===== src/hw/rtl/indexed_sequence_store_top_macros.svh =====
// assertion macros shared by the rtl files
`ifndef INDEXED_SEQUENCE_STORE_TOP_MACROS_SVH
`define INDEXED_SEQUENCE_STORE_TOP_MACROS_SVH

`ifndef SYNTHESIS
`define ISS_ASSERT(lbl, prop, msg) \
    lbl: assert property (@(posedge clk) disable iff (!rst_n) prop) else $error(msg);
`define ISS_ASSERT_ALWAYS(lbl, prop, msg) \
    lbl: assert property (@(posedge clk) prop) else $error(msg);
`else
`define ISS_ASSERT(lbl, prop, msg)
`define ISS_ASSERT_ALWAYS(lbl, prop, msg)
`endif

`endif


===== src/hw/rtl/iss_pkg.sv =====
package iss_pkg;

    localparam int ISS_CAPACITY = 64;
    localparam int DATA_W       = 32;
    localparam int CW           = 7;

    localparam logic [2:0] OP_READ      = 3'd0;
    localparam logic [2:0] OP_INS_FRONT = 3'd1;
    localparam logic [2:0] OP_APPEND    = 3'd2;
    localparam logic [2:0] OP_INS_AT    = 3'd3;
    localparam logic [2:0] OP_DELETE    = 3'd4;

    localparam logic [1:0] ST_DONE  = 2'd0;
    localparam logic [1:0] ST_RANGE = 2'd1;
    localparam logic [1:0] ST_FULL  = 2'd2;

    localparam logic signed [DATA_W-1:0] NO_VALUE = '1;

    typedef struct packed {
        logic [2:0]               opcode;
        logic signed [7:0]        position;
        logic signed [DATA_W-1:0] value;
    } in_item_t;

    typedef struct packed {
        logic signed [DATA_W-1:0] read_value;
        logic [1:0]               status;
        logic [CW-1:0]            count_now;
    } out_item_t;

    typedef enum logic [1:0] {
        K_NONE,
        K_INS,
        K_DEL
    } kind_t;

    typedef enum logic [1:0] {
        S_IDLE,
        S_EXEC,
        S_SHIFT,
        S_FINISH
    } state_t;

    typedef struct packed {
        logic load_req;
        logic setup;
        logic step;
        logic commit;
    } iss_cmd_t;

    typedef struct packed {
        logic do_shift;
        logic shift_done;
    } iss_stat_t;

endpackage


===== src/hw/rtl/iss_datapath.sv =====
`include "indexed_sequence_store_top_macros.svh"

module iss_datapath
    import iss_pkg::*;
#(
    parameter int CAPACITY = ISS_CAPACITY
)
(
    input  logic      clk,
    input  logic      rst_n,
    input  in_item_t  in_data,
    input  iss_cmd_t  cmd,
    output iss_stat_t stat,
    output out_item_t out_data
);

    localparam int AW = $clog2(CAPACITY);

    logic [DATA_W-1:0] mem [CAPACITY];

    in_item_t          req_reg;
    logic [CW-1:0]     count_reg;
    logic [CW-1:0]     count_next;
    kind_t             kind_reg;
    logic              pend_reg;
    logic [1:0]        st_reg;
    logic              rd_ok_reg;
    logic [AW-1:0]     ins_pos_reg;
    logic [AW-1:0]     dst_reg;
    logic [AW-1:0]     wdst_reg;
    logic [CW-1:0]     moves_reg;
    logic [DATA_W-1:0] rd_data_reg;
    out_item_t         result_reg;

    logic              pos_neg;
    logic [CW-1:0]     pos_c;
    logic              full;
    logic              read_ok;
    logic              is_ins;
    logic              sel_valid;
    logic [CW-1:0]     sel_p;
    logic [1:0]        st;
    kind_t             kind;
    logic [CW-1:0]     moves;
    logic [AW-1:0]     start_dst;
    logic              more;
    logic [AW-1:0]     src;
    logic              rd_en;
    logic [AW-1:0]     rd_addr;
    logic              wr_en;
    logic [AW-1:0]     wr_addr;
    logic [DATA_W-1:0] wr_data;
    logic              del_commit;

    assign pos_neg = req_reg.position[7];
    assign pos_c   = req_reg.position[CW-1:0];
    assign full    = (count_reg == CW'(CAPACITY));

    always_comb
    begin
        read_ok   = 1'b0;
        is_ins    = 1'b0;
        sel_valid = 1'b0;
        sel_p     = '0;
        st        = ST_DONE;
        kind      = K_NONE;
        case (req_reg.opcode)
            OP_READ:
            begin
                read_ok = !pos_neg && (pos_c < count_reg);
                st      = read_ok ? ST_DONE : ST_RANGE;
            end
            OP_INS_FRONT:
            begin
                is_ins    = 1'b1;
                sel_valid = 1'b1;
            end
            OP_APPEND:
            begin
                is_ins    = 1'b1;
                sel_valid = 1'b1;
                sel_p     = count_reg;
            end
            OP_INS_AT:
            begin
                is_ins    = 1'b1;
                sel_valid = !pos_neg && (pos_c <= count_reg);
                sel_p     = pos_c;
            end
            OP_DELETE:
            begin
                sel_valid = !pos_neg && (pos_c < count_reg);
                sel_p     = pos_c;
                if (sel_valid)
                begin
                    kind = K_DEL;
                end
                else
                begin
                    st = ST_RANGE;
                end
            end
            default:
            begin
                st = ST_DONE;
            end
        endcase
        if (is_ins)
        begin
            if (!sel_valid)
            begin
                st = ST_RANGE;
            end
            else if (full)
            begin
                st = ST_FULL;
            end
            else
            begin
                kind = K_INS;
            end
        end
    end

    // insert walks down from the tail, delete walks up from the hole
    always_comb
    begin
        if (kind == K_INS)
        begin
            moves     = count_reg - sel_p;
            start_dst = count_reg[AW-1:0];
        end
        else
        begin
            moves     = count_reg - CW'(1) - sel_p;
            start_dst = sel_p[AW-1:0];
        end
    end

    assign more = (moves_reg != '0);
    assign src  = (kind_reg == K_INS) ? (dst_reg - AW'(1)) : (dst_reg + AW'(1));

    assign rd_en   = (cmd.setup && read_ok) || (cmd.step && more);
    assign rd_addr = cmd.setup ? pos_c[AW-1:0] : src;

    always_comb
    begin
        wr_en   = 1'b0;
        wr_addr = wdst_reg;
        wr_data = rd_data_reg;
        if (cmd.step && pend_reg)
        begin
            wr_en = 1'b1;
        end
        else if (cmd.commit && (kind_reg == K_INS))
        begin
            wr_en   = 1'b1;
            wr_addr = ins_pos_reg;
            wr_data = req_reg.value;
        end
    end

    always_comb
    begin
        case (kind_reg)
            K_INS:   count_next = count_reg + CW'(1);
            K_DEL:   count_next = count_reg - CW'(1);
            default: count_next = count_reg;
        endcase
    end

    always_ff @(posedge clk or negedge rst_n)
    begin
        if (!rst_n)
        begin
            count_reg <= '0;
            kind_reg  <= K_NONE;
            pend_reg  <= 1'b0;
        end
        else
        begin
            pend_reg <= cmd.step && more;
            if (cmd.setup)
            begin
                kind_reg <= kind;
            end
            if (cmd.commit)
            begin
                count_reg <= count_next;
            end
        end
    end

    always_ff @(posedge clk)
    begin
        if (cmd.load_req)
        begin
            req_reg <= in_data;
        end
        if (cmd.setup)
        begin
            st_reg      <= st;
            rd_ok_reg   <= read_ok;
            ins_pos_reg <= sel_p[AW-1:0];
            dst_reg     <= start_dst;
            moves_reg   <= moves;
        end
        else if (cmd.step && more)
        begin
            wdst_reg  <= dst_reg;
            dst_reg   <= src;
            moves_reg <= moves_reg - CW'(1);
        end
        if (cmd.commit)
        begin
            result_reg.read_value <= rd_ok_reg ? rd_data_reg : NO_VALUE;
            result_reg.status     <= st_reg;
            result_reg.count_now  <= count_next;
        end
    end

    always_ff @(posedge clk)
    begin
        if (rd_en)
        begin
            rd_data_reg <= mem[rd_addr];
        end
        if (wr_en)
        begin
            mem[wr_addr] <= wr_data;
        end
    end

    assign stat.do_shift   = (kind != K_NONE);
    assign stat.shift_done = !more && !pend_reg;
    assign out_data        = result_reg;

    assign del_commit = cmd.commit && (kind_reg == K_DEL);

    `ISS_ASSERT(a_count_bound, count_reg <= CW'(CAPACITY), "count above capacity")
    `ISS_ASSERT(a_pend_step, pend_reg |-> cmd.step, "pending move lost")
    `ISS_ASSERT(a_del_count, del_commit |=> count_reg == $past(count_reg) - CW'(1), "delete count")

endmodule


===== src/hw/rtl/iss_ctrl.sv =====
`include "indexed_sequence_store_top_macros.svh"

module iss_ctrl
    import iss_pkg::*;
(
    input  logic      clk,
    input  logic      rst_n,
    input  logic      in_valid,
    output logic      in_ready,
    output logic      out_valid,
    input  logic      out_ready,
    input  iss_stat_t stat,
    output iss_cmd_t  cmd
);

    state_t state_reg;
    state_t state_next;
    logic   out_valid_reg;
    logic   out_valid_next;

    always_ff @(posedge clk or negedge rst_n)
    begin
        if (!rst_n)
        begin
            state_reg     <= S_IDLE;
            out_valid_reg <= 1'b0;
        end
        else
        begin
            state_reg     <= state_next;
            out_valid_reg <= out_valid_next;
        end
    end

    always_comb
    begin
        cmd        = '0;
        state_next = state_reg;
        case (state_reg)
            S_IDLE:
            begin
                if (in_valid)
                begin
                    cmd.load_req = 1'b1;
                    state_next   = S_EXEC;
                end
            end
            S_EXEC:
            begin
                cmd.setup  = 1'b1;
                state_next = stat.do_shift ? S_SHIFT : S_FINISH;
            end
            S_SHIFT:
            begin
                if (stat.shift_done)
                begin
                    state_next = S_FINISH;
                end
                else
                begin
                    cmd.step = 1'b1;
                end
            end
            S_FINISH:
            begin
                // result register must be free before the store is updated
                if (!out_valid_reg || out_ready)
                begin
                    cmd.commit = 1'b1;
                    state_next = S_IDLE;
                end
            end
            default:
            begin
                state_next = S_IDLE;
            end
        endcase

        if (cmd.commit)
        begin
            out_valid_next = 1'b1;
        end
        else if (out_ready)
        begin
            out_valid_next = 1'b0;
        end
        else
        begin
            out_valid_next = out_valid_reg;
        end
    end

    assign in_ready  = (state_reg == S_IDLE);
    assign out_valid = out_valid_reg;

    `ISS_ASSERT(a_accept_exec, cmd.load_req |=> state_reg == S_EXEC, "accept without execute")
    `ISS_ASSERT(a_shift_end, (state_reg == S_SHIFT) && stat.shift_done |=> state_reg == S_FINISH, "shift did not finish")
    `ISS_ASSERT(a_finish_free, (state_reg == S_FINISH) && !out_valid_reg |=> out_valid_reg && (state_reg == S_IDLE), "result not issued")

endmodule


===== src/hw/rtl/indexed_sequence_store_top.sv =====
// Ordered store of up to CAPACITY signed 32-bit values, one result per request. A read, a
// rejected request or an unknown opcode goes from setup straight to the result; an insert
// or delete that moves k entries passes through a shift phase first, in which the element
// memory shifts one entry per cycle, reading one entry while writing the one behind it (k
// is at most the current count). One request is worked on at a time; the next is taken
// while the previous result waits in the output register, and a result that is still
// waiting there holds back the store update of the request after it.
module indexed_sequence_store_top
    import iss_pkg::*;
#(
    parameter int CAPACITY = ISS_CAPACITY
)
(
    input  logic      clk,
    input  logic      rst_n,
    input  logic      in_valid,
    output logic      in_ready,
    input  in_item_t  in_data,
    output logic      out_valid,
    input  logic      out_ready,
    output out_item_t out_data
);

    iss_cmd_t  cmd;
    iss_stat_t stat;

    iss_ctrl u_ctrl (
        .clk       (clk),
        .rst_n     (rst_n),
        .in_valid  (in_valid),
        .in_ready  (in_ready),
        .out_valid (out_valid),
        .out_ready (out_ready),
        .stat      (stat),
        .cmd       (cmd)
    );

    iss_datapath #(
        .CAPACITY (CAPACITY)
    ) u_datapath (
        .clk      (clk),
        .rst_n    (rst_n),
        .in_data  (in_data),
        .cmd      (cmd),
        .stat     (stat),
        .out_data (out_data)
    );

endmodule

===== config.mk =====
export PLATFORM = sky130hd
export DESIGN_NAME = indexed_sequence_store_top
export DESIGN_NICKNAME = d
export VERILOG_FILES = /design/src/hw/rtl/iss_pkg.sv /design/src/hw/rtl/iss_datapath.sv /design/src/hw/rtl/iss_ctrl.sv /design/src/hw/rtl/indexed_sequence_store_top.sv
export VERILOG_INCLUDE_DIRS = /design/src /design/src/hw/rtl
export SDC_FILE = /design/constraint.sdc
export NUM_CORES = 2
export LEC_CHECK = 0
export BUFFER_PORTS_ARGS = -buffer_cell sky130_fd_sc_hd__buf_4
export CAP_MARGIN = 5
export CORE_ASPECT_RATIO = 2
export CORE_MARGIN = 5
export CORE_UTILIZATION = 42
export DETAILED_ROUTE_END_ITERATION = 8
export GPL_ROUTABILITY_DRIVEN = 1
export HOLD_SLACK_MARGIN = 0.15
export SYNTH_ARGS = -nofsm -noshare
export SYNTH_HDL_FRONTEND = slang
export SYNTH_HIERARCHICAL = 1
export SYNTH_SLANG_ARGS = --single-unit

===== constraint.sdc =====
create_clock -name clk -period 8.8 [get_ports clk]
set_input_delay 0.88 -clock clk [delete_from_list [all_inputs] [get_ports clk]]
set_output_delay 0.88 -clock clk [all_outputs]
set_load 0.02 [all_outputs]

# Word level (Yosys, flattened, before mapping)
# Memories as Yosys holds them, arrays and structs flattened. A register that Yosys moved wholly into a read port is not among the register bits.
# Index checks and enable logic that the tools add are counted.
[classes]
addsub = 7
muxes = 45
reduce_logical = 25
n_eq_ne = 14
order_cmp = 2
n_bitwise = 1
[op_table]
columns = ["op", "count"]
rows = [
  ["2-to-1 mux 32 bit", 2],
  ["2-to-1 mux 6 bit", 7],
  ["case mux 7 bit (2 select lines)", 2],
  ["2-to-1 mux 2 bit", 12],
  ["2-to-1 mux 7 bit", 3],
  ["2-to-1 mux 1 bit", 17],
  ["subtractor 7 x 1 -> 7 bit (second input constant)", 2],
  ["subtractor 7 bit", 2],
  ["case mux 2 bit (4 select lines)", 1],
  ["adder 7 x 1 -> 7 bit (second input constant)", 1],
  ["== test 7 bit (second input constant)", 1],
  ["<= comparator 7 bit", 1],
  ["logical AND 1 bit", 7],
  ["< comparator 7 bit", 1],
  ["nonzero test 7 bit", 1],
  ["adder 6 x 1 -> 6 bit (second input constant)", 1],
  ["== test 2 x 1 -> 1 bit (second input constant)", 3],
  ["== test 2 bit (second input constant)", 3],
  ["== test 3 x 2 -> 1 bit (second input constant)", 2],
  ["nonzero test 2 bit", 3],
  ["OR reduction 2 bit", 3],
  ["subtractor 6 x 1 -> 6 bit (second input constant)", 1],
  ["zero test 1 bit", 4],
  ["!= test 2 bit (second input constant)", 2],
  ["11 further kinds", 12],
]
[totals]
output_inout_bits = 43
mem_count = 1
mem_bits_rw = 2048
elab_cells = 112
reg_bits = 125
[mem_list]
columns = ["name", "depth", "width", "rd", "rd_clocked_by_memory_dff", "write_ports", "line_no", "rtl"]
rows = [
  ["u_datapath.mem", 64, 32, 1, 1, 1, "iss_datapath.sv:19", "logic [DATA_W-1:0] mem [CAPACITY];"],
]

# Logic depth before layout (Yosys ltp)
[depth]
depth_word = 10
ltp_mapped = 19
depth_no_buf = 17

# By module
# The synthesis kept the hierarchy.
[modules_own_cells]
columns = ["module", "instances", "area_each_um2", "cells_per_inst"]
rows = [
  ["iss_datapath", 1, 86280.2, 4505],
  ["iss_ctrl", 1, 231.5, 22],
]

# Worst setup path after synthesis
# Ideal clock, no wire load.
[synth_timing]
path_type = "input to register"
start = "in out_ready"
end = "mem u_datapath.mem[35][0] (enable)"
path_stages = 10
setup_ps = 421
t_arrival_ps = 4076
n_path_buf = 1
path_slack_ps = 4303
path_cell_list = "nand2b_1 -> and2_1 -> buf_4 -> nand2_1 -> a21oi_1 -> nand3b_1 -> o21ai_0 -> nand2_1 -> or3_1 -> nor2_1"
[synth_rtl]
columns = ["item", "line_no", "rtl"]
rows = [
  ["start, declared", "indexed_sequence_store_top.sv:20", "input logic out_ready,"],
  ["end, declared", "iss_datapath.sv:19", ""],
]

# Final worst setup path
[layout_timing]
start = "reg u_datapath.kind_reg[1]"
end = "reg u_datapath.rd_data_reg[1], read port of u_datapath.mem, data pin"
[layout_between]
elab_chain_cells = 3
[layout_lines]
columns = ["item", "line_no", "rtl"]
rows = [
  ["start, declared", "iss_datapath.sv:24", "kind_t kind_reg;"],
  ["start signal, assigned", "iss_datapath.sv:185", "kind_reg <= kind;"],
  ["== test 2 x 1 -> 1 bit", "iss_datapath.sv:141", "assign src = (kind_reg == K_INS) ? (dst_reg - AW'(1)) : (dst_reg + AW'(1));"],
  ["2-to-1 mux 6 bit", "iss_datapath.sv:141", ""],
  ["2-to-1 mux 6 bit", "iss_datapath.sv:144", "assign rd_addr = cmd.setup ? pos_c[AW-1:0] : src;"],
  ["end, declared", "iss_datapath.sv:32", "logic [DATA_W-1:0] rd_data_reg;"],
]
# Every way passes these cells.
# A chain may end at the register's enable or synchronous reset.

==> impl_metrics.ini <==
[logic_synthesis]
yosys-top-cells-area = edfxtp_1 (76%), mux4_2 (8.3%), a211oi_1 (2.8%)
synth_warnings = 6
synthFlopType = edfxtp_1
netlist_top_cells_count = edfxtp_1 (2192), mux4_2 (320), a211oi_1 (319), mux2i_1 (239), and3_1 (227)
synth.avg_cell_area_um2 = 19.1
synth_nets = 4604
yosysMostFrequentCell = edfxtp_1
yosys.area.top_type_share_pct = 76.1
synthArstFlopShare_pct = 0.590
ys_ff_latch = 2205
synth_cell_types = 67
netlist_area_um2 = 86500
synth_edf_count = 2192
ys_seq_area_share_pct = 76.5
synth_cells = 4527
synth_top_area_cell = edfxtp_1

[cells_and_area]
largest_reg_flops = 2048
utilization_pct = 47.4
ff_latch_area_um2 = 66100
multiInputGateArea_um2 = 19500
drive_gt1_share_pct = 20.0
area_growth_pct = 12.2
nets = 4759
nFillCells = 16900

[route]
vias_per_cell = 5.99
postRouteAntennaNets = 0
dr.pass1.iters = 6
drt_iter0_drc = 4914
drcViolationCount = 0
wl_per_cell_um = 32.9
vias = 45200
routed_wl_mm = 248

[place]
io_buffer_count = 89
dp_hpwl_mm = 146
pre_cts_ws_ns = 2.99
globalplace.congestion = 0.835

[global_route]
grt_usage_pct = 22.7
grt_overflow = 0
grt_pass1_vias = 46000
grt_pass1_wl_mm = 348
grt_max_degree = 152
antenna_found_initial = 13

[min_path]
min_path_cells = 1
hold_class = primary input to flip-flop
hold_start = in_data[27]

[sta]
fin_crit_sh_pct = 65.8
fin_crit_ns = 5.79
setup-tns-final_ns = 0
tightest_slew_ns = 1.31
clock.fmax_ghz = 0.173
hold_violations = 0
whs_ns = 0.207
slew_viol_final = 0
finClkSkew_ns = 0.0402
rsz0062_at_grt = no
fin_ws_ns = 3.01
relSlewSlack_pct = 12.1
setup_violations = 0

[clock_tree]
numClockSinks = 2205
clk_latency_ns = 0.85
post_cts_buffers = 0
clk_pin_slew_ns = 0.07
cts_tree = yes
root_buffer = clkbuf_16
clock_path_buffers = 4
cts_max_level = 4
ctsResizeCount = 0
cts_inserted_buffers = 185

[floorplan]
die_w_um = 331
initial_core_util_pct = 42.2
die_y_um = 652
die_area_um2 = 216000
rows = 235
ios = 90
core-area_um2 = 205000

[worst_setup_path]
path_depth = 11
critPathLaunch = u_datapath/kind_reg[1]
r2r_cells = 11
crit_path_max_fanout = 124
cp.required_ns = 9.36
crit_family = multiplexers
end_kind = flip-flop
cpMaxStageDelayCell = mux2i_1
cpMostUsedCell = ha_1
path_class = flip-flop to flip-flop
r2r_slack_ns = 3.01
crit_chain = inv_1 > ha_1 > ha_1 > a21oi_1 > mux2i_4 > nand2_8 > buf_12 > mux2i_1 > o22ai_1 > nor4_1 > a31oi_1
startpoint_type = flip-flop
max_stage_delay_ns = 0.84
crit_buf_inv = 2
r2r_start = u_datapath/kind_reg[1]
worstPathArrival_ns = 6.35

[outcome]
status = completed

[run]
drv_cap = 0
==> timing repair <==
action / in CTS / in global routing
hold buffers: 1 / 0
endpoints found under the setup margin: 0 / 0
hold endpoints to repair: 13 / 0
==> final cells by class <==
type / count / share of cell area, %
timing repair buffer: 255 / 2.11
multi-input combinational: 2005 / 20.1
clock inverter: 98 / 1.04
sequential: 2205 / 68.2
clock buffer: 218 / 4.96
tap: 2725 / 3.51
inverter: 30 / 0.116
antenna: 5 / 0.0129
==> cells by family after synthesis <==
family,Yosys count,share of synthesized area (%)
AOI/OAI and AO/OA,626,5.21
buffers and inverters,317,1.82
xor gates and xnor gates,18,0.182
and+or+nand+nor,767,4.71
DFF,2205,76.5
adders and majority gates,30,0.451
muxes,564,11.2
==> routing by layer <==
layer,share of wire [%],GRT usage (%),vias up
li1,-,-,18900
met1,34,25.9,23900
met2,52,40.0,1766
met3,5.5,2.58,547
met4,8.3,15.4,0
met5,0,0,-
==> worst register-to-register path: stages (launching register included) <==
cell and delay (ns):
dfrtp_1 0.39, inv_1 0.09, ha_1 0.59, ha_1 0.41
a21oi_1 0.41, mux2i_4 0.46, nand2_8 0.44, buf_12 0.73
mux2i_1 1.19, o22ai_1 0.28, nor4_1 0.37, a31oi_1 0.16
==> worst paths after layout <==
kind,endpoint
worst max-delay path,u_datapath/rd_data_reg[1]
worst min-delay path,u_datapath/req_reg[27]
worst max register to register,u_datapath/rd_data_reg[1]
worst min register to register,u_datapath/out_data[7]
max in group asynchronous,u_datapath/count_reg[1]
min in group asynchronous,u_ctrl/out_valid
==> through the flow <==
step	instances	area (um2)
floorplan	4527	86500
global placement	7216	91200
detailed placement	7218	91200
CTS	7535	97000
global route	7539	97000
finish	7541	97100
==> layout by cell type (no fill, tap or decap), types with 31 or more instances in the layout <==
cell / synthesis / routed
nand2_2: 2 / 37
o22ai_1: 69 / 69
or3_1: 38 / 38
nor2_4: 1 / 65
clkinv_1: 0 / 31
nand2b_1: 40 / 40
a22oi_1: 73 / 73
edfxtp_1: 2192 / 2192
mux4_2: 320 / 320
nand2_1: 194 / 158
a211oi_1: 319 / 318
nor4_1: 67 / 65
and3_1: 227 / 227
o21ai_0: 33 / 33
a31oi_1: 33 / 33
buf_4: 22 / 241
nand3_1: 47 / 47
o2111ai_1: 32 / 32
clkinv_2: 0 / 36
mux2i_1: 239 / 238
clkbuf_16: 0 / 187
Power is not shown: default switching activity piles up to over one toggle a cycle in this logic, so the estimate is an artifact.
